[config.mk]
export PLATFORM = sky130hd
export DESIGN_NAME = cts_front
export DESIGN_NICKNAME = d
export VERILOG_FILES = /design/src/sv/cts_pkg.sv /design/src/sv/cts_cdiv.sv /design/src/sv/cts_front.sv
export SDC_FILE = /design/constraint.sdc
export NUM_CORES = 2
export LEC_CHECK = 0
export BUFFER_PORTS_ARGS = -buffer_cell sky130_fd_sc_hd__buf_2
export CORE_UTILIZATION = 54
export CTS_CLUSTER_DIAMETER = 50
export DETAILED_ROUTE_END_ITERATION = 6
export GPL_TIMING_DRIVEN = 0
export PLACE_DENSITY = 0.72
export SLEW_MARGIN = 20
export SYNTH_ARGS = -nofsm -noshare
export SYNTH_HDL_FRONTEND = slang
export SYNTH_SLANG_ARGS = --single-unit
[constraint.sdc]
create_clock -name clock -period 7.54 [get_ports clock]
set_input_delay 0.377 -clock clock [delete_from_list [all_inputs] [get_ports clock]]
set_output_delay 0.377 -clock clock [all_outputs]
set_load 0.05 [all_outputs]
[src/sv/cts_pkg.sv]
package cts_pkg;

   localparam int ANGLE_W = 17;
   localparam int OUT_W   = 24;
   localparam int LIMIT_W = 5;
   localparam int POW_W   = 6;

   localparam int PROD_W  = 27;
   localparam int NUM_W   = 44;
   localparam int X_W     = 42;
   localparam int X_HALF  = 21;
   localparam int X2_W    = 28;
   localparam int T_W     = 43;
   localparam int T_LO    = 22;
   localparam int SUM_W   = 50;

   localparam logic [10:0]        ANGLE_SCALE = 11'd1571;
   localparam int                 X_DIVISOR   = 5625;
   localparam logic [16:0]        X_BIAS      = 17'd2812;
   localparam logic [63:0]        SQ_ROUND    = 64'h0000_0008_0000_0000;

   localparam logic [LIMIT_W-1:0] LIMIT_RESET = 5'd5;
   localparam logic [T_W-1:0]     TERM_ONE    = 43'h100000;

   localparam logic signed [SUM_W-1:0] ROUND_Q16  = 50'sd8;
   localparam logic signed [SUM_W-1:0] WRAP_FLOOR = -50'sd1099511627784;

   localparam logic signed [OUT_W-1:0] OUT_MAX = 24'sh7FFFFF;
   localparam logic signed [OUT_W-1:0] OUT_MIN = 24'sh800000;

   typedef struct packed {
      logic [X2_W-1:0]         x2;
      logic [T_W-1:0]          t;
      logic signed [SUM_W-1:0] sum;
   } term_bus_type;

endpackage

[src/sv/cts_cdiv.sv]
module cts_cdiv #(
   parameter int NW  = 44,
   parameter int DIV = 3
) (
   input  logic          clock,
   input  logic [1:0]    en,
   input  logic [NW-1:0] n_in,
   output logic [NW-1:0] q_out
);

   localparam int LW = $clog2(DIV);
   localparam int S  = NW + LW;
   localparam int MW = NW + 1;
   localparam int PW = NW + MW;
   localparam int NL = NW / 2;
   localparam int NH = NW - NL;
   localparam int ML = MW - MW / 2;
   localparam int MH = MW / 2;
   localparam logic [63:0] RECIP = ((64'd1 << S) + 64'(DIV) - 64'd1) / 64'(DIV);
   localparam logic [ML-1:0] M_LO = RECIP[ML-1:0];
   localparam logic [MH-1:0] M_HI = RECIP[MW-1:ML];

   logic [NL+ML-1:0] pll_in, pll_ff;
   logic [NL+MH-1:0] plh_in, plh_ff;
   logic [NH+ML-1:0] phl_in, phl_ff;
   logic [NH+MH-1:0] phh_in, phh_ff;
   logic [PW-1:0]    prod;
   logic [NW-1:0]    q_in, q_ff;

   // floor(n / DIV) as high part of n * ceil(2^S / DIV), exact for n < 2^NW
   always_comb begin
      pll_in = {{ML{1'b0}}, n_in[NL-1:0]} * {{NL{1'b0}}, M_LO};
      plh_in = {{MH{1'b0}}, n_in[NL-1:0]} * {{NL{1'b0}}, M_HI};
      phl_in = {{ML{1'b0}}, n_in[NW-1:NL]} * {{NH{1'b0}}, M_LO};
      phh_in = {{MH{1'b0}}, n_in[NW-1:NL]} * {{NH{1'b0}}, M_HI};
      prod   = PW'(pll_ff) + (PW'(plh_ff) << ML) + (PW'(phl_ff) << NL)
             + (PW'(phh_ff) << (NL + ML));
      q_in   = NW'(prod >> S);
   end

   always_ff @(posedge clock) begin
      if (en[0]) begin
         pll_ff <= pll_in;
         plh_ff <= plh_in;
         phl_ff <= phl_in;
         phh_ff <= phh_in;
      end
      if (en[1]) begin
         q_ff <= q_in;
      end
   end

   assign q_out = q_ff;

endmodule

[src/sv/cts_front.sv]
module cts_front (
   input  logic                               clock,
   input  logic [4:0]                         en,
   input  logic signed [cts_pkg::ANGLE_W-1:0] angle_deg,
   output logic [cts_pkg::X2_W-1:0]           x2
);

   logic [cts_pkg::ANGLE_W-1:0] mag;
   logic [cts_pkg::PROD_W-1:0]  prod_in, prod_ff;
   logic [cts_pkg::NUM_W-1:0]   q;
   logic [cts_pkg::X_W-1:0]     x;
   logic [2*cts_pkg::X_HALF-1:0] pll_in, pll_ff, plh_in, plh_ff, phh_in, phh_ff;
   logic [63:0]                 sq;
   logic [cts_pkg::X2_W-1:0]    x2_in, x2_ff;

   // degrees/128 to radians Q4.28: x = (|a| * 1571 * 2^17 + 2812) / 5625
   always_comb begin
      mag     = angle_deg[cts_pkg::ANGLE_W-1] ? cts_pkg::ANGLE_W'(-angle_deg)
                                               : cts_pkg::ANGLE_W'(angle_deg);
      prod_in = cts_pkg::PROD_W'({10'd0, mag} * {16'd0, cts_pkg::ANGLE_SCALE});
      x       = q[cts_pkg::X_W-1:0];
      pll_in  = {{cts_pkg::X_HALF{1'b0}}, x[cts_pkg::X_HALF-1:0]}
              * {{cts_pkg::X_HALF{1'b0}}, x[cts_pkg::X_HALF-1:0]};
      plh_in  = {{cts_pkg::X_HALF{1'b0}}, x[cts_pkg::X_HALF-1:0]}
              * {{cts_pkg::X_HALF{1'b0}}, x[cts_pkg::X_W-1:cts_pkg::X_HALF]};
      phh_in  = {{cts_pkg::X_HALF{1'b0}}, x[cts_pkg::X_W-1:cts_pkg::X_HALF]}
              * {{cts_pkg::X_HALF{1'b0}}, x[cts_pkg::X_W-1:cts_pkg::X_HALF]};
      // low 64 bits of x*x plus SQ_ROUND for rounding, wrapping
      sq      = 64'(pll_ff) + 64'({plh_ff, 22'd0}) + 64'({phh_ff, 42'd0})
              + cts_pkg::SQ_ROUND;
      x2_in   = sq[63:36];
   end

   cts_cdiv #(
      .NW  (cts_pkg::NUM_W),
      .DIV (cts_pkg::X_DIVISOR)
   ) u_xdiv (
      .clock (clock),
      .en    (en[2:1]),
      .n_in  ({prod_ff, cts_pkg::X_BIAS}),
      .q_out (q)
   );

   always_ff @(posedge clock) begin
      if (en[0]) begin
         prod_ff <= prod_in;
      end
      if (en[3]) begin
         pll_ff <= pll_in;
         plh_ff <= plh_in;
         phh_ff <= phh_in;
      end
      if (en[4]) begin
         x2_ff <= x2_in;
      end
   end

   assign x2 = x2_ff;

endmodule

==> results.toml <==
[outcome]
status = "complete, no violations"

[drt]
avgViaCountPerCell = 5.44
drt-total-wl_um = 156000
detail_route.wl_per_cell_um = 19.2
drtIter0Drc = 2643
drt-pass1-iter-count = 6
antenna_left = 0
remaining_drc_errors = 0
vias = 44200

[finish]
utilization_pct = 59.4
area_growth_syn_to_layout_pct = 8.83
drive_above_1_share_pct = 6.91
n_antenna_cell = 0
nFillCells = 9766
finish.net_count = 8792

[yosys]
synth-seq-area-share_pct = 14.0
synth_nets = 8563
yosysWarnings = 0
synthCells = 6341
avgSynthCellArea_um2 = 10.0
synth_top_area_share_pct = 32.8
yosysTopAreaCell = "fa_1"
synth.most_common_cell = "inv_1"
synth-async-reset-ratio_pct = 0
synth_area_um2 = 63600
synthTopCellsByArea = "fa_1 (33%), ha_1 (23%), edfxtp_1 (14%), inv_1 (9.4%), xnor2_1 (3.4%)"
ys_ff_latch = 296
synth_edf_count = 296
ys.flop_type = "edfxtp_1"
synth_common_cells = "inv_1 (1596), ha_1 (1157), fa_1 (1042)"
yosys.cell_types.count = 79

[grt]
gr-total-overflow = 0
grt_pass1_wl_um = 251000
grt_usage_pct = 26.8
grt_start_max_net_pins = 104
antenna_found_initial = 1
grt_pass1_vias = 46900

[clock_tree]
postCtsHoldBufs = 0
ctsHtreeMaxLevel = 2
clock_latency_ps = 600
cts_tree = "yes"
cts_buffers = 41
clkSinkCount = 296
clk_path_buf_depth = 3
root_buffer = "clkbuf_16"
clk_pin_slew_ps = 60

[timing]
fin_crit_sh_pct = 99.4
setup_viol = 0
drv_slew = 0
tightest_slew_ps = 981
clock.fmax_mhz = 133
setup_tns_ps = 0
rsz0062_at_grt = "true"
max_slew_margin_pct = 34.6
worst_slack_ps = 45.8
finClkSkew_ps = 27.2
hold_violations = 0
finalCriticalPeriod_ps = 7490

[critical_path]
critical_path_class = "register to register"
critPathMaxFanout = 8
cp.required_ps = 7980
cp-start-kind = "register"
path_common_cell = "fa_1"
critPathArrivalTime_ps = 7940
crit_path_end_kind = "register"
cp_slowest_cell = "fa_1"
crit_path_max_incr_delay_ps = 550

[die]
ios = 51
core_area_um2 = 117000
start_util_pct = 54.6
die-area_um2 = 119000
die_h_um = 345
die_x_um = 345
rows = 125

[placed_design]
dpl.hpwl_um = 130000
dp_slack_ps = -1670
port_buffers = 50
gp_congestion = 0.984

[flow_run]
drv_cap = 0

[hold_path]
hold_path_class = "primary input to register"
-- final cells by class --
class                           instances  area, um^2  area share [%]
Buffer                                 99         865            1.25
Clock buffer                           43        1030            1.49
Clock inverter                         30         274           0.396
Inverter                             1598        6020            8.70
Multi-Input combinational cell       4342       48700            70.4
Sequential cell                       296        8890            12.8
Tap cell                             1524        1910            2.76
Timing Repair Buffer                  192        1460            2.11
-- path summary, 6_finish.rpt --
check	startpoint	slack, ps	end	cells after the start
worst max-delay path	u_xdiv.q_out[15]	50	pll_ff[41]	26
worst min-delay path	angle_deg[0]	110	prod_ff[0]	1
worst max register to register	u_xdiv.q_out[15]	50	pll_ff[41]	26
worst min register to register	phh_ff[18]	560	x2[24]	1
-- metal layers --
layer | track usage (%) | wire length, um | vias to the layer above
met5 | 0 | 0 | -
met4 | 11.9 | 8280 | 0
met3 | 3.50 | 9110 | 363
met2 | 45.0 | 73900 | 1366
met1 | 34.6 | 65100 | 21900
li1 | - | - | 20600
-- registers in the layout, summed over array words and instances (netlist names) --
name           cells
x2                28
u_xdiv.phh_ff     42
pll_ff            20
plh_ff            32
u_xdiv.q_out      32
u_xdiv.phl_ff     45
u_xdiv.pll_ff     23
prod_ff           27
u_xdiv.plh_ff     26
phh_ff            21
-- timing repair --
item / 4_1_cts / 5_1_grt
buffers inserted: 96 / 44
pin swaps: 31 / 70
setup endpoints to repair: 43 / 35
resized for setup: 160 / 147
gates cloned: 0 / 0
-- layout by cell type, fill, tap and decap left out, drive strengths merged, types with 119 or more instances in the layout --
| cell | n |
|---|---|
| inv | 1599 |
| ha | 1157 |
| fa | 1042 |
| nand2 | 411 |
| edfxtp | 296 |
| xnor2 | 246 |
| and2 | 223 |
| buf | 211 |
| a21oi | 210 |
| nor2 | 177 |
| clkbuf | 123 |
| o21ai | 119 |
-- worst max-delay path, delay by kind of cell (launching register included) --
family / cells / cell delay, ps
adders and majority gates: 8 / 3840
buffers and inverters: 8 / 820
DFF: 1 / 540
AOI/OAI and AO/OA: 7 / 1810
and+or+nand+nor: 3 / 310
-- logic make-up after synthesis --
| kind of cell | Yosys count | share of synthesized area, % |
|---|---|---|
| XOR/XNOR | 335 | 4.62 |
| AND/OR/NAND/NOR | 1126 | 8.71 |
| buffers and inverters | 1703 | 10.1 |
| AO/OA/AOI/OAI | 677 | 6.95 |
| flip-flops | 296 | 14.0 |
| adder cells (fa/ha/maj) | 2199 | 55.6 |
| multiplexers | 5 | 0.0827 |
-- stage by stage --
stage / cells / area, um^2 / hold slack (ps)
floorplan: 6341 / 63600 / 476
global placement: 7915 / 65700 / 538
detailed placement: 7917 / 65800 / 554
CTS: 8083 / 68400 / 82.3
global route: 8124 / 69200 / 107
finish: 8124 / 69200 / 114
Power is left out: the tool's default activity adds up to more than one toggle a clock period on the data nets, which glitch-free logic cannot reach.
