`config.mk`:
```
export PLATFORM = sky130hd
export DESIGN_NAME = cts_term
export DESIGN_NICKNAME = d
export VERILOG_FILES = /design/src/sv/cts_pkg.sv /design/src/sv/cts_cdiv.sv /design/src/sv/cts_term.sv
export SDC_FILE = /design/constraint.sdc
export NUM_CORES = 2
export LEC_CHECK = 0
export BUFFER_PORTS_ARGS = -buffer_cell sky130_fd_sc_hd__buf_4
export CAP_MARGIN = 10
export CORE_UTILIZATION = 65
export CTS_BUF_LIST = sky130_fd_sc_hd__clkbuf_2 sky130_fd_sc_hd__clkbuf_4 sky130_fd_sc_hd__clkbuf_8
export DETAILED_ROUTE_END_ITERATION = 12
export GPL_TIMING_DRIVEN = 1
export PLACE_DENSITY = 0.88
export SLEW_MARGIN = 20
export SYNTH_ARGS = -nofsm -noshare
export SYNTH_HDL_FRONTEND = slang
export SYNTH_SLANG_ARGS = --single-unit
```
`constraint.sdc`:
```
create_clock -name clock -period 9.2 [get_ports clock]
set_clock_uncertainty 0.05 [all_clocks]
set_input_delay 0.46 -clock clock [delete_from_list [all_inputs] [get_ports clock]]
set_output_delay 0.46 -clock clock [all_outputs]
set_load 0.1 [all_outputs]
```
`src/sv/cts_pkg.sv`:
```
package cts_pkg;

   localparam int ANGLE_W = 17;
   localparam int OUT_W   = 24;
   localparam int LIMIT_W = 5;
   localparam int POW_W   = 6;

   localparam int PROD_W  = 27;
   localparam int NUM_W   = 44;
   localparam int X_W     = 42;
   localparam int X_HALF  = 21;
   localparam int X2_W    = 28;
   localparam int T_W     = 43;
   localparam int T_LO    = 22;
   localparam int SUM_W   = 50;

   localparam logic [10:0]        ANGLE_SCALE = 11'd1571;
   localparam int                 X_DIVISOR   = 5625;
   localparam logic [16:0]        X_BIAS      = 17'd2812;
   localparam logic [63:0]        SQ_ROUND    = 64'h0000_0008_0000_0000;

   localparam logic [LIMIT_W-1:0] LIMIT_RESET = 5'd5;
   localparam logic [T_W-1:0]     TERM_ONE    = 43'h100000;

   localparam logic signed [SUM_W-1:0] ROUND_Q16  = 50'sd8;
   localparam logic signed [SUM_W-1:0] WRAP_FLOOR = -50'sd1099511627784;

   localparam logic signed [OUT_W-1:0] OUT_MAX = 24'sh7FFFFF;
   localparam logic signed [OUT_W-1:0] OUT_MIN = 24'sh800000;

   typedef struct packed {
      logic [X2_W-1:0]         x2;
      logic [T_W-1:0]          t;
      logic signed [SUM_W-1:0] sum;
   } term_bus_type;

endpackage

```
`src/sv/cts_cdiv.sv`:
```
module cts_cdiv #(
   parameter int NW  = 44,
   parameter int DIV = 3
) (
   input  logic          clock,
   input  logic [1:0]    en,
   input  logic [NW-1:0] n_in,
   output logic [NW-1:0] q_out
);

   localparam int LW = $clog2(DIV);
   localparam int S  = NW + LW;
   localparam int MW = NW + 1;
   localparam int PW = NW + MW;
   localparam int NL = NW / 2;
   localparam int NH = NW - NL;
   localparam int ML = MW - MW / 2;
   localparam int MH = MW / 2;
   localparam logic [63:0] RECIP = ((64'd1 << S) + 64'(DIV) - 64'd1) / 64'(DIV);
   localparam logic [ML-1:0] M_LO = RECIP[ML-1:0];
   localparam logic [MH-1:0] M_HI = RECIP[MW-1:ML];

   logic [NL+ML-1:0] pll_in, pll_ff;
   logic [NL+MH-1:0] plh_in, plh_ff;
   logic [NH+ML-1:0] phl_in, phl_ff;
   logic [NH+MH-1:0] phh_in, phh_ff;
   logic [PW-1:0]    prod;
   logic [NW-1:0]    q_in, q_ff;

   // floor(n / DIV) as high part of n * ceil(2^S / DIV), exact for n < 2^NW
   always_comb begin
      pll_in = {{ML{1'b0}}, n_in[NL-1:0]} * {{NL{1'b0}}, M_LO};
      plh_in = {{MH{1'b0}}, n_in[NL-1:0]} * {{NL{1'b0}}, M_HI};
      phl_in = {{ML{1'b0}}, n_in[NW-1:NL]} * {{NH{1'b0}}, M_LO};
      phh_in = {{MH{1'b0}}, n_in[NW-1:NL]} * {{NH{1'b0}}, M_HI};
      prod   = PW'(pll_ff) + (PW'(plh_ff) << ML) + (PW'(phl_ff) << NL)
             + (PW'(phh_ff) << (NL + ML));
      q_in   = NW'(prod >> S);
   end

   always_ff @(posedge clock) begin
      if (en[0]) begin
         pll_ff <= pll_in;
         plh_ff <= plh_in;
         phl_ff <= phl_in;
         phh_ff <= phh_in;
      end
      if (en[1]) begin
         q_ff <= q_in;
      end
   end

   assign q_out = q_ff;

endmodule

```
`src/sv/cts_term.sv`:
```
module cts_term #(
   parameter int POWER = 2
) (
   input  logic                         clock,
   input  logic [3:0]                   en,
   input  logic [cts_pkg::LIMIT_W-1:0]  term_limit,
   input  cts_pkg::term_bus_type        bus_in,
   output cts_pkg::term_bus_type        bus_out
);

   localparam int K      = POWER * (POWER - 1);
   localparam int P_PREV = POWER - 2;
   localparam bit ADD    = ((P_PREV / 2) % 2) == 0;
   localparam logic [63:0] HALF_D = 64'(K) << 19;
   localparam int TH = cts_pkg::T_W - cts_pkg::T_LO;

   logic                              incl;
   logic signed [cts_pkg::SUM_W-1:0]  tval;
   logic signed [cts_pkg::SUM_W-1:0]  sum_in;
   logic [cts_pkg::T_LO+cts_pkg::X2_W-1:0] plo_in, plo_ff;
   logic [TH+cts_pkg::X2_W-1:0]       phi_in, phi_ff;
   logic [63:0]                       v;
   logic [cts_pkg::NUM_W-1:0]         n_in, n_ff, q;
   logic [cts_pkg::X2_W-1:0]          x2_a_ff, x2_b_ff, x2_c_ff, x2_d_ff;
   logic signed [cts_pkg::SUM_W-1:0]  sum_a_ff, sum_b_ff, sum_c_ff, sum_d_ff;

   // stage A folds the previous term into the sum when term_limit reaches its power, and starts t * x2
   always_comb begin
      incl   = {1'b0, term_limit} >= cts_pkg::POW_W'(P_PREV);
      tval   = $signed(cts_pkg::SUM_W'(bus_in.t));
      sum_in = bus_in.sum;
      if (incl) begin
         sum_in = ADD ? bus_in.sum + tval : bus_in.sum - tval;
      end
      plo_in = {{cts_pkg::X2_W{1'b0}}, bus_in.t[cts_pkg::T_LO-1:0]}
             * {{cts_pkg::T_LO{1'b0}}, bus_in.x2};
      phi_in = {{cts_pkg::X2_W{1'b0}}, bus_in.t[cts_pkg::T_W-1:cts_pkg::T_LO]}
             * {{TH{1'b0}}, bus_in.x2};
      v      = 64'(plo_ff) + 64'({phi_ff, 22'd0}) + HALF_D;
      n_in   = v[63:20];
   end

   cts_cdiv #(
      .NW  (cts_pkg::NUM_W),
      .DIV (K)
   ) u_div (
      .clock (clock),
      .en    (en[3:2]),
      .n_in  (n_ff),
      .q_out (q)
   );

   always_ff @(posedge clock) begin
      if (en[0]) begin
         plo_ff   <= plo_in;
         phi_ff   <= phi_in;
         x2_a_ff  <= bus_in.x2;
         sum_a_ff <= sum_in;
      end
      if (en[1]) begin
         n_ff     <= n_in;
         x2_b_ff  <= x2_a_ff;
         sum_b_ff <= sum_a_ff;
      end
      if (en[2]) begin
         x2_c_ff  <= x2_b_ff;
         sum_c_ff <= sum_b_ff;
      end
      if (en[3]) begin
         x2_d_ff  <= x2_c_ff;
         sum_d_ff <= sum_c_ff;
      end
   end

   always_comb begin
      bus_out.x2  = x2_d_ff;
      bus_out.t   = q[cts_pkg::T_W-1:0];
      bus_out.sum = sum_d_ff;
   end

endmodule

```
==> flow_summary.yaml <==
timing:
  period_minus_slack_ps: 7610
  final.setup.tns_ps: 0
  maxSlewViolCount: 0
  maxClockFrequency_mhz: 131
  grt_setup_unrepaired: "no"
  tightestPinTransition_ps: 988
  timing.max_slew.rel_slack_pct: 32.5
  finalHoldViolCount: 0
  timing.final.crit_share_pct: 82.7
  timing.hold.ws_ps: 45.9
  setup_viol_count_final: 0
final_layout:
  fillers: 5383
  area_growth_syn_to_layout_pct: 7.32
  design.final.nets: 6758
  finalCoreUtilization_pct: 70.9
  post-route-cell-area_um2: 59700
  drive_above_1_share_pct: 7.39
setup_path:
  critical_path.most_common_cell: "fa_1"
  slowest_delay_ps: 600
  critical_path.startpoint_type: "input port"
  worst-endpoint-required_ps: 9590
  critical_path_arrival_ps: 8000
  reg2reg_from: "phi_ff[0]"
  ff2ff_path_depth: 11
  end_kind: "flop"
  reg2reg_to: "n_ff[37]"
  cpLargestDelayFamily: "adder cells"
  setup.reg_to_reg.worst_slack_ps: 4950
  cp_cell_sequence: "buf_4 -> nand2_1 -> fa_1 -> fa_1 -> fa_1 -> inv_1 -> fa_1 -> fa_1 -> fa_1 -> inv_1 -> fa_1 -> inv_1 -> ha_1 -> a21oi_1 -> nand2_1 -> a221oi_1 -> o22ai_1 -> a211oi_2 -> nor4_1 -> o41a_1 -> o21a_1 -> o21ai_2 -> a21oi_1 -> xor2_1"
  cp_max_fo: 44
  path_class: "in2reg"
  worst_path_max_delay_cell: "fa_1"
  cp_num_buf_inv: 4
detailed_routing:
  route.detailed.vias_per_inst: 5.88
  dr_total_vias: 38100
  route.detailed.wl_per_inst_um: 20.7
  drcViolationCount: 0
  totalWireLength_um: 134000
  drt.antenna.violating_nets: 0
  detailedRoute.firstIterationViolations: 3123
  detailedRoute.firstPassIterationCount: 6
global_route:
  global_route_wire_length_before_repair_um: 218000
  grt_use_total_pct: 32.7
  grt_max_degree: 82
  globalRoute.totalOverflow: 0
  antenna_violations_before_repair: 4
  vias_in_the_first_global_route: 42400
clock_tree:
  total_cts_buffers: 78
  clock_sink_count: 513
  clock-root-buffer: "clkbuf_8"
  cts.reportedPaths.clkPinSlew_ps: 60
  post_cts_resize_count: 0
  clockBufferDepth: 3
  clk_lat_worst_skew_ps: 720
  cts-htree-levels: 3
  cts_tree: "yes"
yosys:
  warnings_synthesis: 0
  yosys.cell_count.top_type: "inv_1"
  synthesis.instances: 5182
  yosysUniqueCellTypes: 63
  syn-num-nets: 6656
  synth_seq_area_share_pct: 27.7
  synth.cell_area_um2: 55700
  synth.avg_cell_area_um2: 10.7
  synth_enable_flop_cells: 513
  yosys-top-cells-count: "1066 x inv_1, 989 x fa_1, 700 x nand2_1"
  most_area_hungry_cell_type_in_the_yosys_netlist: "fa_1"
  synth_area_leaders: "fa_1 36%, edfxtp_1 28%, ha_1 8.0%, inv_1 7.2%, and2_1 6.1%"
  ys_seq_elements: 513
  synth-main-ff-cell: "edfxtp_1"
  synth_async_sr_flop_share_pct: 0
  netlist.area_leader.share_pct: 35.6
worst_hold_path:
  min_delay_path_depth: 2
  min_path_type: "in2reg"
  holdPathEnd: "sum_a_ff[0]"
  hold_start: "bus_in[0]"
placement:
  gp_congestion: 0.954
  dpl_hpwl_um: 96800
  placed_cell_area_um2: 58100
  numPortBuffers: 246
floorplanning:
  rows: 106
  floorplan.initialDensity_pct: 66.1
  die_y_um: 295
  floorplan.die.width_um: 295
  coreArea_um2: 84200
  floorplan.die_area_um2: 86800
  ioPinCount: 252
outcome:
  run_status: "finished clean"
flow_run:
  drv_cap: 0
## logic make-up (layout without fill, tap and decap cells)
group / after synthesis / count (layout) / synth area share [%]
AOI/OAI and AO/OA: 369 / 369 / 4.34
xor gates and xnor gates: 154 / 154 / 2.42
adders and majority gates: 1343 / 1343 / 43.5
buffers and inverters: 1310 / 1473 / 8.85
DFF: 513 / 513 / 27.7
muxes: 1 / 1 / 0.0180
other: 0 / 3 / 0
and+or+nand+nor: 1492 / 1492 / 13.2
## worst max path at each step
| stage | start | endpoint | slack, ps | cells past startpoint |
|---|---|---|---|---|
| finish | bus_in[108] | plo_ff[48] | 1590 | 24 |
| global route | bus_in[102] | plo_ff[49] | 1370 | 27 |
| CTS | bus_in[108] | plo_ff[48] | 1750 | 24 |
| detailed placement | bus_in[108] | plo_ff[48] | 1040 | 24 |
| global placement | bus_in[108] | plo_ff[48] | 1170 | 24 |
| floorplan | bus_in[52] | plo_ff[49] | 1900 | 27 |
## timing repair
action / 4_1_cts / 5_1_grt
endpoints found under the hold margin: 3 / 0
hold buffers: 3 / 0
setup endpoints to repair: 0 / 0
setup buffers: 0 / 0
## state kept, by name, indices dropped and copies added, names as in the netlist
register	flops
sum_d_ff	50
u_div.phh_ff	22
phi_ff	42
x2_c_ff	28
x2_d_ff	28
x2_a_ff	28
u_div.plh_ff	21
plo_ff	30
sum_a_ff	50
u_div.q_out	43
n_ff	43
x2_b_ff	28
sum_c_ff	50
sum_b_ff	50
## layout make-up
| cell class | count | area (µm²) | share of cell area (%) |
|---|---|---|---|
| Clock inverter | 48 | 362 | 0.605 |
| Timing Repair Buffer | 266 | 2010 | 3.37 |
| Antenna cell | 3 | 7.51 | 0.0126 |
| Multi-Input combinational cell | 3359 | 35300 | 59.1 |
| Tap cell | 1134 | 1420 | 2.38 |
| Sequential cell | 513 | 15400 | 25.8 |
| Clock buffer | 93 | 1200 | 2.01 |
| Inverter | 1066 | 4000 | 6.70 |
## cell usage in the layout, fill, tap and decap left out, drive strengths merged, types with 18 or more instances in the layout
cell    synthesis  final
nand2         700    700
nor2b          18     18
nor2           81     81
nand2b         24     24
nand3          40     40
edfxtp        513    513
o21a           25     25
o21ai          55     55
clkbuf        232     93
clkinv          0     32
and2          540    540
a21o           81     81
a21oi         114    114
and3           18     18
fa            989    989
inv          1066   1072
nor3           29     29
xor2           47     47
xnor2         107    107
ha            354    354
buf            12    263
## metal layers
metal	share of wire [%]	track usage, %	up-vias
li1	-	-	16100
met1	34	39.7	19000
met2	49	54.4	2418
met3	11	6.09	616
met4	6.8	20.1	2
met5	0.0052	0	-
## per-stage QoR
stage | instances | setup WS, ps
3_5_place_dp | 6335 | 1040
3_3_place_gp | 6335 | 1170
4_1_cts | 6479 | 1750
6_report | 6482 | 1590
5_1_grt | 6482 | 1370
2_1_floorplan | 5182 | 1900
Power is not shown: default switching activity piles up to over one toggle a cycle in this logic, so the estimate is an artifact.
