**config.mk**
```make
export PLATFORM = sky130hd
export DESIGN_NAME = cts_out
export DESIGN_NICKNAME = d
export VERILOG_FILES = /design/src/sv/cts_pkg.sv /design/src/sv/cts_out.sv
export SDC_FILE = /design/constraint.sdc
export NUM_CORES = 1
export LEC_CHECK = 0
export BUFFER_PORTS_ARGS = -buffer_cell sky130_fd_sc_hd__buf_2
export CAP_MARGIN = 20
export CORE_ASPECT_RATIO = 0.8
export CORE_MARGIN = 2
export CORE_UTILIZATION = 40
export CTS_BUF_LIST = sky130_fd_sc_hd__clkbuf_4 sky130_fd_sc_hd__clkbuf_8
export DETAILED_ROUTE_END_ITERATION = 10
export MAX_ROUTING_LAYER = met4
export PLACE_DENSITY = 0.75
export SLEW_MARGIN = 5
export SYNTH_ARGS = -nofsm -noshare
export SYNTH_HDL_FRONTEND = slang
export SYNTH_SLANG_ARGS = --single-unit
```
**constraint.sdc**
```tcl
create_clock -name clock -period 4 [get_ports clock]
set_clock_uncertainty 0.2 [all_clocks]
set_input_delay 0.8 -clock clock [delete_from_list [all_inputs] [get_ports clock]]
set_output_delay 0.8 -clock clock [all_outputs]
set_load 0.01 [all_outputs]
```
**src/sv/cts_pkg.sv**
```systemverilog
package cts_pkg;

   localparam int ANGLE_W = 17;
   localparam int OUT_W   = 24;
   localparam int LIMIT_W = 5;
   localparam int POW_W   = 6;

   localparam int PROD_W  = 27;
   localparam int NUM_W   = 44;
   localparam int X_W     = 42;
   localparam int X_HALF  = 21;
   localparam int X2_W    = 28;
   localparam int T_W     = 43;
   localparam int T_LO    = 22;
   localparam int SUM_W   = 50;

   localparam logic [10:0]        ANGLE_SCALE = 11'd1571;
   localparam int                 X_DIVISOR   = 5625;
   localparam logic [16:0]        X_BIAS      = 17'd2812;
   localparam logic [63:0]        SQ_ROUND    = 64'h0000_0008_0000_0000;

   localparam logic [LIMIT_W-1:0] LIMIT_RESET = 5'd5;
   localparam logic [T_W-1:0]     TERM_ONE    = 43'h100000;

   localparam logic signed [SUM_W-1:0] ROUND_Q16  = 50'sd8;
   localparam logic signed [SUM_W-1:0] WRAP_FLOOR = -50'sd1099511627784;

   localparam logic signed [OUT_W-1:0] OUT_MAX = 24'sh7FFFFF;
   localparam logic signed [OUT_W-1:0] OUT_MIN = 24'sh800000;

   typedef struct packed {
      logic [X2_W-1:0]         x2;
      logic [T_W-1:0]          t;
      logic signed [SUM_W-1:0] sum;
   } term_bus_type;

endpackage

```
**src/sv/cts_out.sv**
```systemverilog
module cts_out #(
   parameter int LAST_POWER = 16
) (
   input  logic                               clock,
   input  logic [1:0]                         en,
   input  logic [cts_pkg::LIMIT_W-1:0]        term_limit,
   input  cts_pkg::term_bus_type              bus_in,
   output logic signed [cts_pkg::OUT_W-1:0]   cos_value,
   output logic                               saturated
);

   localparam bit ADD = ((LAST_POWER / 2) % 2) == 0;
   localparam int Q_W = cts_pkg::SUM_W - 4;

   logic                              incl;
   logic signed [cts_pkg::SUM_W-1:0]  tval, sum_in, sum_ff, rnd;
   logic signed [Q_W-1:0]             q;
   logic signed [cts_pkg::OUT_W-1:0]  cos_in, cos_ff;
   logic                              sat_in, sat_ff;

   always_comb begin
      incl   = {1'b0, term_limit} >= cts_pkg::POW_W'(LAST_POWER);
      tval   = $signed(cts_pkg::SUM_W'(bus_in.t));
      sum_in = bus_in.sum;
      if (incl) begin
         sum_in = ADD ? bus_in.sum + tval : bus_in.sum - tval;
      end
      // Q.20 to Q8.16, round half up; below the bias floor the offset word
      // wraps and the result clips high
      rnd    = sum_ff + cts_pkg::ROUND_Q16;
      q      = Q_W'(rnd >>> 4);
      cos_in = q[cts_pkg::OUT_W-1:0];
      sat_in = 1'b0;
      if (sum_ff < cts_pkg::WRAP_FLOOR) begin
         cos_in = cts_pkg::OUT_MAX;
         sat_in = 1'b1;
      end else if (q > Q_W'(cts_pkg::OUT_MAX)) begin
         cos_in = cts_pkg::OUT_MAX;
         sat_in = 1'b1;
      end else if (q < Q_W'(cts_pkg::OUT_MIN)) begin
         cos_in = cts_pkg::OUT_MIN;
         sat_in = 1'b1;
      end
   end

   always_ff @(posedge clock) begin
      if (en[0]) begin
         sum_ff <= sum_in;
      end
      if (en[1]) begin
         cos_ff <= cos_in;
         sat_ff <= sat_in;
      end
   end

   assign cos_value = cos_ff;
   assign saturated = sat_ff;

endmodule

```
==> reports/qor.txt, run 1 <==
Worst hold path stage count: 2
# clock sinks: 72
Critical R2R Launch: sum_ff[18]$_DFFE_PP_
Number of I/O port buffers: 121
Row count: 38
Slew HR: 34.0%
Starting Density: 41.4%
Post-synthesis simple-gate area fraction: 16.6%
Hpwl dp: 10500 µm
Worst path arrival time: 3.54 ns
Async set or reset register ratio after synthesis: 0%
R2r worst-path depth: 10
Max FO, Critical Path: 3
Minimum clock period: 3.63 ns
Hold Startpoint: sum_ff[13]$_DFFE_PP_
Synthesized area per cell: 9.88 µm²
DRT iter0 DRCs: 239
Top cells by count, synth: 72 x edfxtp_1, 44 x xnor2_1, 43 x a21oi_1, 43 x ha_1, 42 x nand2_1
CP endpoint kind: flop
Area Overhead vs Synth: 19.4%
Synth Cell Area: 0.00569 mm²
Final Max Slew Viols: 0
Post-synth EDFFs: 72
Cts hold-fix bufs: 0
Share of cells above drive strength 1: 27.9%
Number of synthesized register bits: 72
Final TNS setup: 0 ns
Vias in the first global route: 4295
Post-route DRC: 0
Final hold vios: 0
Crit path largest cell delay: 0.44 ns
Die H: 111 µm
Setup Crit Path Kind: primary input to flop
Slew of the pin with the lowest slew margin: 0.990 ns
Antenna violations before repair: 1
Finished Layout Cells: 897
Placed cells: 881
Crit path buf inv count: 2
Drt wl/cell: 14.2 µm
Tcrit/Tclk final: 90.9%
Post-CTS sizing: 0
Clk buf depth: 2
Fmax: 275 MHz
# IOs: 154
Final WL: 12800 µm
Synth Area in Compound Gates: 16.0%
Peak VDD IR: 206 µV
Die area: 0.0152 mm²
CTS tree: yes
Fillers: 1295
H-tree depth: 3
GR Overflow Total: 0
Die width: 137 µm
Synth Area in XOR/XNOR: 11.5%
Final GP Congestion: 0.909
Mux share of post-synthesis cell area: 6.13%
Via density: 5.22
Main synth FF type: edfxtp_1
Hold worst-path end: cos_value[9]$_SDFFCE_PP1P_
Yosys Warn Count: 0
Largest family of logic cells by synthesized area: simple AND/OR/NAND/NOR gates
Seq/Total Area, Yosys: 38.0%
First-pass GRT wire length: 20700 µm
Gr usage total: 17.5%
RSZ-0062 raised after global routing: no
Total power: 2.27 mW
Max-Cap Viols: 0
CP Cell Sequence: buf_2, ha_1, o21a_1, o22ai_1, nor4_1, buf_4, o211ai_1, a21bo_2, a211oi_1, o32a_1, a21oi_1, xnor2_1, mux2_2
Setup repair bufs after CTS: 0
CP delay by family, top: compound AO/OA/AOI/OAI gates
Distinct cells, synth: 59
Mapped Nets: 748
Clk root buf: clkbuf_8
Placed instance area: 0.00659 mm²
FF-to-FF End: cos_value[0]$_SDFFCE_PP1P_
Pre-antenna DRT Iters: 4
Post-synthesis cell count: 576
Antenna Nets Post-Route: 0
Clock-pin slew on the worst setup and hold paths: 0.08 ns
Total CTS buffers: 9
Setup violators final: 0
Via count: 4681
Clk_lat worst skew: 0.35 ns
Pwr dens: 333 mW/mm²
Cell taking the most area after synthesis: edfxtp_1
Startpoint Class: primary input
FF-to-FF setup slack: 0.48 ns
Yosys top cell area share: 38.0%
Nets: 884
Largest cells by area after synthesis: edfxtp_1 38%, ha_1 9.5%, xnor2_1 6.8%
Largest net degree at the start of global routing: 48
Final Cell Area: 0.00680 mm²
Worst Hold Class: flop to flop
LEAKAGE: 2.68 nW
Area share of fa/ha/maj cells after synthesis: 9.45%
CP required: 3.90 ns
Utilization after layout: 49.5%
Cell depth of the worst setup path: 13
Status: completed
Core Region: 0.0137 mm²
Slowest CP cell: nor4_1
Count leader, synth: edfxtp_1
==> flip-flops by register name, summed over array words and instances, names as in the netlist <==
| register | cells |
|---|---|
| sum_ff | 47 |
| cos_value | 24 |
| saturated | 1 |
==> per-stage QoR <==
step	worst slack (ns)	hold WS (ns)
after floorplan	0.370	0.400
after global placement	0.0597	0.442
after detailed placement	0.0287	0.447
after CTS	0.380	0.458
after global routing	0.181	0.495
final	0.366	0.451
==> worst min-delay path: stages, from the launching register on <==
cell and delay [ns]:
edfxtp_1 0.36, xor2_1 0.07, o21ai_1 0.11
==> where the power goes <==
group          total (mW)  internal (mW)  switching (mW)
sequential           1.02          0.940          0.0796
combinational       0.632          0.304           0.328
clock               0.614          0.345           0.269
==> layer usage <==
metal,global-route usage [%],wire [µm],vias to the layer above
met5,-,0,-
met3,3.34,596,19
met2,24.0,5180,104
met1,25.9,6740,2099
met4,5.22,234,0
li1,-,-,2459
==> layout make-up <==
class                   count  area (µm²)  share of cell area, %
multi-input cells         473        3400                   50.0
flip-flops and latches     72        2160                   31.8
repair buffers            137         726                   10.7
well taps                 180         225                   3.31
clock buffers               9         124                   1.82
clock inverters             6        85.1                   1.25
inverters                  19        71.3                   1.05
diodes                      1        2.50                 0.0368
==> worst max-delay path by stage <==
stage,start,to
5_1_grt,bus_in[3],sum_ff[30]$_DFFE_PP_
4_1_cts,bus_in[3],sum_ff[30]$_DFFE_PP_
2_1_floorplan,bus_in[15],sum_ff[49]$_DFFE_PP_
3_5_place_dp,bus_in[3],sum_ff[30]$_DFFE_PP_
3_3_place_gp,bus_in[3],sum_ff[30]$_DFFE_PP_
6_report,bus_in[3],sum_ff[30]$_DFFE_PP_
==> cell usage in the layout (no fill, tap or decap), types with 6 or more instances in the layout <==
| cell | instances |
|---|---|
| buf_2 | 121 |
| edfxtp_1 | 72 |
| xnor2_1 | 44 |
| a21oi_1 | 43 |
| ha_1 | 43 |
| nand2_1 | 42 |
| nor2_1 | 35 |
| mux2_2 | 31 |
| xor2_1 | 31 |
| nand3_1 | 28 |
| o21ai_0 | 24 |
| nand4_1 | 20 |
| inv_1 | 19 |
| o21ai_1 | 18 |
| buf_4 | 16 |
| nor3_1 | 13 |
| and3_1 | 11 |
| a21o_1 | 11 |
| clkbuf_8 | 9 |
| and4_1 | 6 |
| a31oi_1 | 6 |
==> logic make-up after synthesis <==
family,count (synthesis)
xor gates and xnor gates,75
and+or+nand+nor,181
adders and majority gates,43
DFF,72
buffers and inverters,31
AOI/OAI and AO/OA,143
muxes,31
No activity file was read; power rests on OpenSTA's default activity.
==> run 2: changes to the inputs <==
--- a/config.mk
+++ b/config.mk
@@ -5,6 +5,7 @@
 export SDC_FILE = /design/constraint.sdc
 export NUM_CORES = 1
 export LEC_CHECK = 0
+export ABC_AREA = 1
 export BUFFER_PORTS_ARGS = -buffer_cell sky130_fd_sc_hd__buf_2
 export CAP_MARGIN = 20
 export CORE_ASPECT_RATIO = 0.8
@@ -13,7 +14,7 @@
 export CTS_BUF_LIST = sky130_fd_sc_hd__clkbuf_4 sky130_fd_sc_hd__clkbuf_8
 export DETAILED_ROUTE_END_ITERATION = 10
 export MAX_ROUTING_LAYER = met4
-export PLACE_DENSITY = 0.75
+export PLACE_DENSITY = 0.72
 export SLEW_MARGIN = 5
 export SYNTH_ARGS = -nofsm -noshare
 export SYNTH_HDL_FRONTEND = slang
==> run 2 against run 1 <==
  * Register-to-register slack better by 0.52 ns
  * Setup slack better by 0.51 ns
  * Synthesized cell count up 120%
  * Area after synthesis up 41%
  * Non-clock buffer count down 9
  * First-iteration DRC count rose to 2.7 times the previous value
  * Utilization down 3.3 points
  * Clock power up 3.6%
  * Largest power group unchanged
  * Sequential cell count unchanged
  * Critical path type unchanged
  * Via count up 86%
  * Critical endpoint is now sum_ff[34]$_DFFE_PP_
  * Final cell count up 86%
==> reports/qor.txt, run 2 <==
Seq/Total Area, Yosys: 27.0% (-11 points)
Clk_lat worst skew: 0.36 ns (about the same)
Worst path arrival time: 2.99 ns (-0.55 ns)
Most frequent CP cell: nand2_1
Tcrit/Tclk final: 78.0% (-13 points)
Cell taking the most area after synthesis: edfxtp_1
Final Max Slew Viols: 0 (unchanged)
First-pass GRT wire length: 40500 µm (+96%)
Post-route DRC: 0 (unchanged)
Startpoint Class: primary input
Mapped Nets: 1447 (+93%)
CTS tree: yes
Slowest CP cell: ha_1
Via count: 8723 (+86%)
Row count: 46 (+21%)
Max FO, Critical Path: 6 (+3)
Area Overhead vs Synth: 13.8%
Worst Hold Class: flop to flop
Die area: 0.0212 mm² (+39%)
Die H: 131 µm (+18%)
Total CTS buffers: 9 (unchanged)
LEAKAGE: 4.08 nW (+52%)
Antenna violations before repair: 0 (-1)
Clock-pin slew on the worst setup and hold paths: 0.07 ns (about the same)
Slew of the pin with the lowest slew margin: 0.988 ns (-0.00190 ns)
Cts hold-fix bufs: 0 (unchanged)
Synthesized area per cell: 6.28 µm² (-36%)
Most frequent cells in the layout: 409 x nand2_1, 188 x nor2_1, 149 x inv_1
Top cells by count, synth: 409 x nand2_1, 188 x nor2_1, 149 x inv_1, 96 x nand3_1, 72 x edfxtp_1
Final WL: 25500 µm (+100%)
Post-synth EDFFs: 72 (unchanged)
Pre-antenna DRT Iters: 6 (+2)
ANT cells: 0 (-1)
Fmax: 320 MHz (+16%)
# clock sinks: 72 (unchanged)
Yosys Warn Count: 0 (unchanged)
Post-synthesis cell count: 1275 (+120%)
Count leader, synth: nand2_1
Largest register FFs: 47 (unchanged)
# IOs: 154 (unchanged)
Final TNS setup: 0 ns (unchanged)
Core Region: 0.0197 mm² (+44%)
Number of I/O port buffers: 121 (unchanged)
GR Overflow Total: 0 (unchanged)
Gr usage total: 25.2% (+7.8 points)
CP required: 3.87 ns (-0.03 ns)
Number of synthesized register bits: 72 (unchanged)
Largest net degree at the start of global routing: 48 (unchanged)
RSZ-0062 raised after global routing: no
Crit path largest cell delay: 0.36 ns (-0.08 ns)
Starting Density: 40.6% (-0.84 points)
Setup repair bufs after CTS: 0 (unchanged)
Minimum clock period: 3.12 ns (-0.513 ns)
Hpwl dp: 21700 µm (+110%)
Vias in the first global route: 8106 (+89%)
Setup Crit Path Kind: primary input to flop
Drt wl/cell: 15.3 µm (+7.7%)
Synth Cell Area: 0.00801 mm² (+41%)
Reg with most FFs: sum_ff
Peak VDD IR: 135 µV (-35%)
Max-Cap Viols: 0 (unchanged)
Final GP Congestion: 1.02 (+12%)
Pwr dens: 278 mW/mm² (-17%)
Final hold vios: 0 (unchanged)
Main synth FF type: edfxtp_1
Distinct cells, synth: 38 (-36%)
Commonest non-fill, non-tap cell in the layout: nand2_1
Die width: 162 µm (+18%)
Async set or reset register ratio after synthesis: 0% (unchanged)
Via density: 5.23 (+0.27%)
Clk root buf: clkbuf_8
DRT iter0 DRCs: 653 (+170%)
Setup violators final: 0 (unchanged)
Status: completed
Utilization after layout: 46.2% (-3.3 points)
Fillers: 2085 (+61%)
H-tree depth: 3 (unchanged)
Slew HR: 34.2% (+0.13 points)
Clk buf depth: 2 (unchanged)
CP endpoint kind: flop
Yosys top cell area share: 27.0% (-11 points)
CP Cell Sequence: buf_2, ha_1, a21oi_1, nor2_1, nor2_1, nand2_1, nand2_1, nand2_1, nand2_1, nand4_1, a21oi_1, nand2_1, nand3_1, nand2_1
Antenna Nets Post-Route: 0 (unchanged)
Share of cells above drive strength 1: 13.6% (-14 points)
Largest cells by area after synthesis: edfxtp_1 27%, nand2_1 19%, nor2_1 8.8%
Post-CTS sizing: 0 (unchanged)
Nets: 1570 (+78%)
-- run 2: cell types whose count changed in the layout (fill, tap and decap cells not counted), sizes merged, moves of 8 or more --
| cell | before | now |
|---|---|---|
| nand2 | 42 | 418 |
| nor2 | 36 | 203 |
| inv | 19 | 150 |
| nand3 | 28 | 103 |
| mux2 | 31 | 0 |
| xnor2 | 44 | 15 |
| a21oi | 43 | 63 |
| or2 | 4 | 17 |
| and3 | 11 | 0 |
| o21ai | 45 | 56 |
| xor2 | 31 | 20 |
| nand3b | 0 | 10 |
| buf | 137 | 128 |
| o21bai | 2 | 10 |
-- run 2: power breakdown --
group	internal, mW	switching [mW]	total [mW]
logic	0.311	0.587	0.898
clock network	0.366	0.271	0.636
registers	0.929	0.0736	1.00
-- run 2: critical path, delay by kind of cell --
family,cells,cell delay (ns)
AOI/OAI and AO/OA,2,0.57
adders and majority gates,1,0.36
buffers and inverters,1,0.11
and+or+nand+nor,10,1.15
-- run 2: routing by layer --
layer  share of wire (%)  up-vias  global-route usage (%)
li1                    -     4436                       -
met1                  47     3906                    34.7
met2                  44      339                    40.2
met3                 7.3       42                    2.30
met4                 2.2        0                    6.87
met5                   0        -                       -
-- run 2: path summary, 6_finish.rpt --
check | depth (start not counted) | slack, ns | to | startpoint
worst max-delay path | 14 | 0.88 | sum_ff[34]$_DFFE_PP_ | bus_in[3]
worst min-delay path | 4 | 0.53 | cos_value[7]$_SDFFCE_PP1P_ | sum_ff[11]$_DFFE_PP_
worst max register to register | 13 | 1.00 | cos_value[3]$_SDFFCE_PP1P_ | sum_ff[3]$_DFFE_PP_
worst min register to register | 4 | 0.53 | cos_value[7]$_SDFFCE_PP1P_ | sum_ff[11]$_DFFE_PP_
-- run 2: per-stage QoR --
step	cell area, µm²	total power [mW]	setup slack, ns	hold WS [ns]	cells
after global placement	8900	1.89	0.570	0.502	1651
after detailed placement	8900	1.90	0.567	0.494	1651
after global routing	9120	2.70	0.563	0.542	1667
after floorplan	8010	1.60	1.18	0.433	1275
final	9120	2.54	0.879	0.525	1667
after CTS	9120	2.53	0.948	0.525	1667
-- run 2: cell type report --
| class | instances | area (µm²) | share of cell area, % |
|---|---|---|---|
| clock inverters | 5 | 80.1 | 0.878 |
| multi-input cells | 1037 | 5190 | 56.9 |
| flip-flops and latches | 72 | 2160 | 23.7 |
| repair buffers | 128 | 658 | 7.22 |
| clock buffers | 11 | 139 | 1.52 |
| well taps | 264 | 330 | 3.62 |
| inverters | 150 | 563 | 6.17 |
-- run 2: logic make-up after synthesis --
logic type | count (synthesis) | synth area share (%)
fa+ha+maj | 43 | 6.72
xor+xnor | 35 | 3.83
simple gates | 798 | 43.0
buf+inv | 166 | 8.26
compound gates | 161 | 11.2
flops | 72 | 27.0
==> run 3: changes to the inputs <==
--- a/config.mk
+++ b/config.mk
@@ -5,7 +5,7 @@
 export SDC_FILE = /design/constraint.sdc
 export NUM_CORES = 1
 export LEC_CHECK = 0
-export ABC_AREA = 1
+export ABC_AREA = 0
 export BUFFER_PORTS_ARGS = -buffer_cell sky130_fd_sc_hd__buf_2
 export CAP_MARGIN = 20
 export CORE_ASPECT_RATIO = 0.8
@@ -14,7 +14,7 @@
 export CTS_BUF_LIST = sky130_fd_sc_hd__clkbuf_4 sky130_fd_sc_hd__clkbuf_8
 export DETAILED_ROUTE_END_ITERATION = 10
 export MAX_ROUTING_LAYER = met4
-export PLACE_DENSITY = 0.72
+export PLACE_DENSITY = 0.77
 export SLEW_MARGIN = 5
 export SYNTH_ARGS = -nofsm -noshare
 export SYNTH_HDL_FRONTEND = slang
==> constraint.sdc (replaced) <==
create_clock -name clock -period 2.7 [get_ports clock]
set_clock_uncertainty 0.2 [all_clocks]
set_input_delay 0.54 -clock clock [delete_from_list [all_inputs] [get_ports clock]]
set_output_delay 0.54 -clock clock [all_outputs]
set_load 0.01 [all_outputs]
==> run 3 against run 2 <==
  * The flow now finishes with violations (setup timing)
  * Total power rose by 55%
  * Final cell count decreased by 35%
  * Utilization grew 20 points
  * Sequential cell count is the same
  * First-iteration DRC count fell by 28%
  * Critical path depth down 1
  * Final area fell by 0.18%
  * Hold slack worse by 0.24 ns
  * Clock power is 23% higher
  * Critical path type unchanged
==> reports/qor.txt, run 3 (synthesis results as in run 1) <==
Routing usage on met2: 34.0% (-6.2 points)
Share of cells above drive strength 1: 51.9% (+38 points)
Number of I/O port buffers: 121 (unchanged)
Clk root buf: clkbuf_8
Final Max Slew Viols: 0 (unchanged)
Die H: 111 µm (-15%)
CP endpoint kind: flop
M1 GR Usage: 29.6% (-5.0 points)
RSZ-0062 raised after global routing: yes
Crit path largest cell delay: 0.37 ns (about the same)
Hold Startpoint: bus_in[49]
Area Overhead vs Synth: 59.9%
Most frequent cells in the layout: 170 x buf_4, 105 x buf_2, 72 x edfxtp_1
Largest register FFs: 47 (unchanged)
Gr usage total: 22.2% (-3.0 points)
Max-Cap Viols: 0 (unchanged)
DRT iter0 DRCs: 473 (-28%)
Utilization after layout: 66.3% (+20 points)
# clock sinks: 72 (unchanged)
Hold worst-path end: sum_ff[49]$_DFFE_PP_
CTS tree: yes
Critical R2R Launch: sum_ff[16]$_DFFE_PP_
Clk_lat worst skew: 0.36 ns (about the same)
Row count: 38 (-17%)
Slew of the pin with the lowest slew margin: 0.594 ns (-0.394 ns)
Total CTS buffers: 9 (unchanged)
Antenna Nets Post-Route: 0 (unchanged)
Peak VDD IR: 245 µV (+82%)
Final GP Congestion: 0.971 (-4.8%)
R2r worst-path depth: 12 (-1)
Setup violators final: 59 (+59)
Worst path arrival time: 3.20 ns (+0.21 ns)
Commonest non-fill, non-tap cell in the layout: buf_4
Drt wl/cell: 17.5 µm (+14%)
Post-route DRC: 0 (unchanged)
Fmax: 305 MHz
FF-to-FF End: cos_value[7]$_SDFFCE_PP1P_
H-tree depth: 3 (unchanged)
Worst hold path stage count: 2 (-2)
Pwr dens: 433 mW/mm² (+56%)
Slowest CP cell: o31a_1
CP Cell Sequence: buf_6, ha_4, a21oi_4, nand3_2, or3_1, o31a_1, a31oi_4, o21ai_4, buf_6, a21bo_4, a21oi_2, xnor2_1, mux2_4
Die width: 137 µm (-15%)
Total power: 3.94 mW (+55%)
Reg with most FFs: sum_ff
# IOs: 154 (unchanged)
Final TNS setup: -15.92 ns (-15.92 ns)
Worst Hold Class: primary input to flop
Fillers: 946 (-55%)
Core Region: 0.0137 mm² (-30%)
Final hold vios: 0 (unchanged)
Final setup margin: -0.574 ns (-1.45 ns)
Pre-antenna DRT Iters: 5 (-1)
Global-route track usage on met3: 2.83% (+0.53 points)
LEAKAGE: 3.77 nW (-7.5%)
FF-to-FF setup slack: -0.27 ns (-1.27 ns)
Clock-pin slew on the worst setup and hold paths: 0.09 ns (+0.02 ns)
Vias in the first global route: 5573 (-31%)
Dpl ws: -0.777 ns (-1.34 ns)
Tcrit/Tclk final: 121%
Starting Density: 41.4% (+0.84 points)
Nets: 1061 (-32%)
First-pass GRT wire length: 26400 µm (-35%)
Minimum clock period: 3.27 ns
Via density: 5.50 (+5.1%)
Failing checks: setup timing
Clk buf depth: 2 (unchanged)
Die area: 0.0152 mm² (-28%)
Max FO, Critical Path: 4 (-2)
Slew HR: 60.4% (+26 points)
Busiest grt layer: met2
Most frequent CP cell: buf_6
CP required: 2.62 ns (-1.25 ns)
Largest net degree at the start of global routing: 48 (unchanged)
Hpwl dp: 12400 µm (-43%)
Setup Crit Path Kind: primary input to flop
Final WL: 18800 µm (-26%)
Startpoint Class: primary input
Status: finished with violations
Via count: 5920 (-32%)
Antenna violations before repair: 2 (+2)
GR Overflow Total: 0 (unchanged)
[run 3: critical path, delay by kind of cell]
family          cells  cell delay, ns
simple gates        2            0.44
mux                 1            0.29
fa+ha+maj           1            0.24
xor+xnor            1            0.12
compound gates      6            1.31
buf+inv             2            0.25
[run 3: layout make-up]
| type | instances | area [µm²] | area share (%) |
|---|---|---|---|
| multi-input cells | 473 | 4190 | 46.1 |
| repair buffers | 314 | 2270 | 24.9 |
| flip-flops and latches | 72 | 2160 | 23.7 |
| well taps | 180 | 225 | 2.47 |
| clock buffers | 10 | 131 | 1.44 |
| inverters | 19 | 71.3 | 0.783 |
| clock inverters | 6 | 45.0 | 0.495 |
| diodes | 2 | 5.00 | 0.0550 |
[run 3: routing by layer]
layer,vias to the layer above,part of all wire [%]
met2,249,47
met3,68,6.2
met1,2790,42
met4,0,4.2
met5,-,0
li1,2813,-
[run 3: worst max path at each step]
stage                          start              endpoint  slack [ns]  cells past startpoint
after CTS                 bus_in[11]  sum_ff[47]$_DFFE_PP_       -0.29                     12
after global placement     bus_in[7]  sum_ff[18]$_DFFE_PP_       -0.67                     12
after floorplan           bus_in[13]  sum_ff[37]$_DFFE_PP_       -0.47                     12
after detailed placement  bus_in[15]  sum_ff[42]$_DFFE_PP_       -0.78                     13
after global routing      bus_in[65]  sum_ff[37]$_DFFE_PP_       -0.60                     13
final                     bus_in[65]  sum_ff[37]$_DFFE_PP_       -0.57                     13
[run 3: through the flow]
step | area [µm²] | std cells | hold WS (ns)
2_1_floorplan | 6070 | 576 | 0.400
3_3_place_gp | 8090 | 1029 | 0.511
3_5_place_dp | 8090 | 1029 | 0.546
4_1_cts | 8710 | 1060 | 0.274
5_1_grt | 9100 | 1076 | 0.283
6_report | 9100 | 1076 | 0.282
[run 3: power breakdown]
part / internal (mW) / switching (mW) / total [mW]
clock network: 0.347 / 0.433 / 0.780
logic: 0.896 / 0.802 / 1.70
registers: 1.39 / 0.0758 / 1.47
[run 3: timing repair]
action,CTS,global route
pin swaps,53,47
resized for setup,71,58
endpoints found under the setup margin,54,59
hold buffers,0,0
cloned,0,0
buffers inserted,19,18
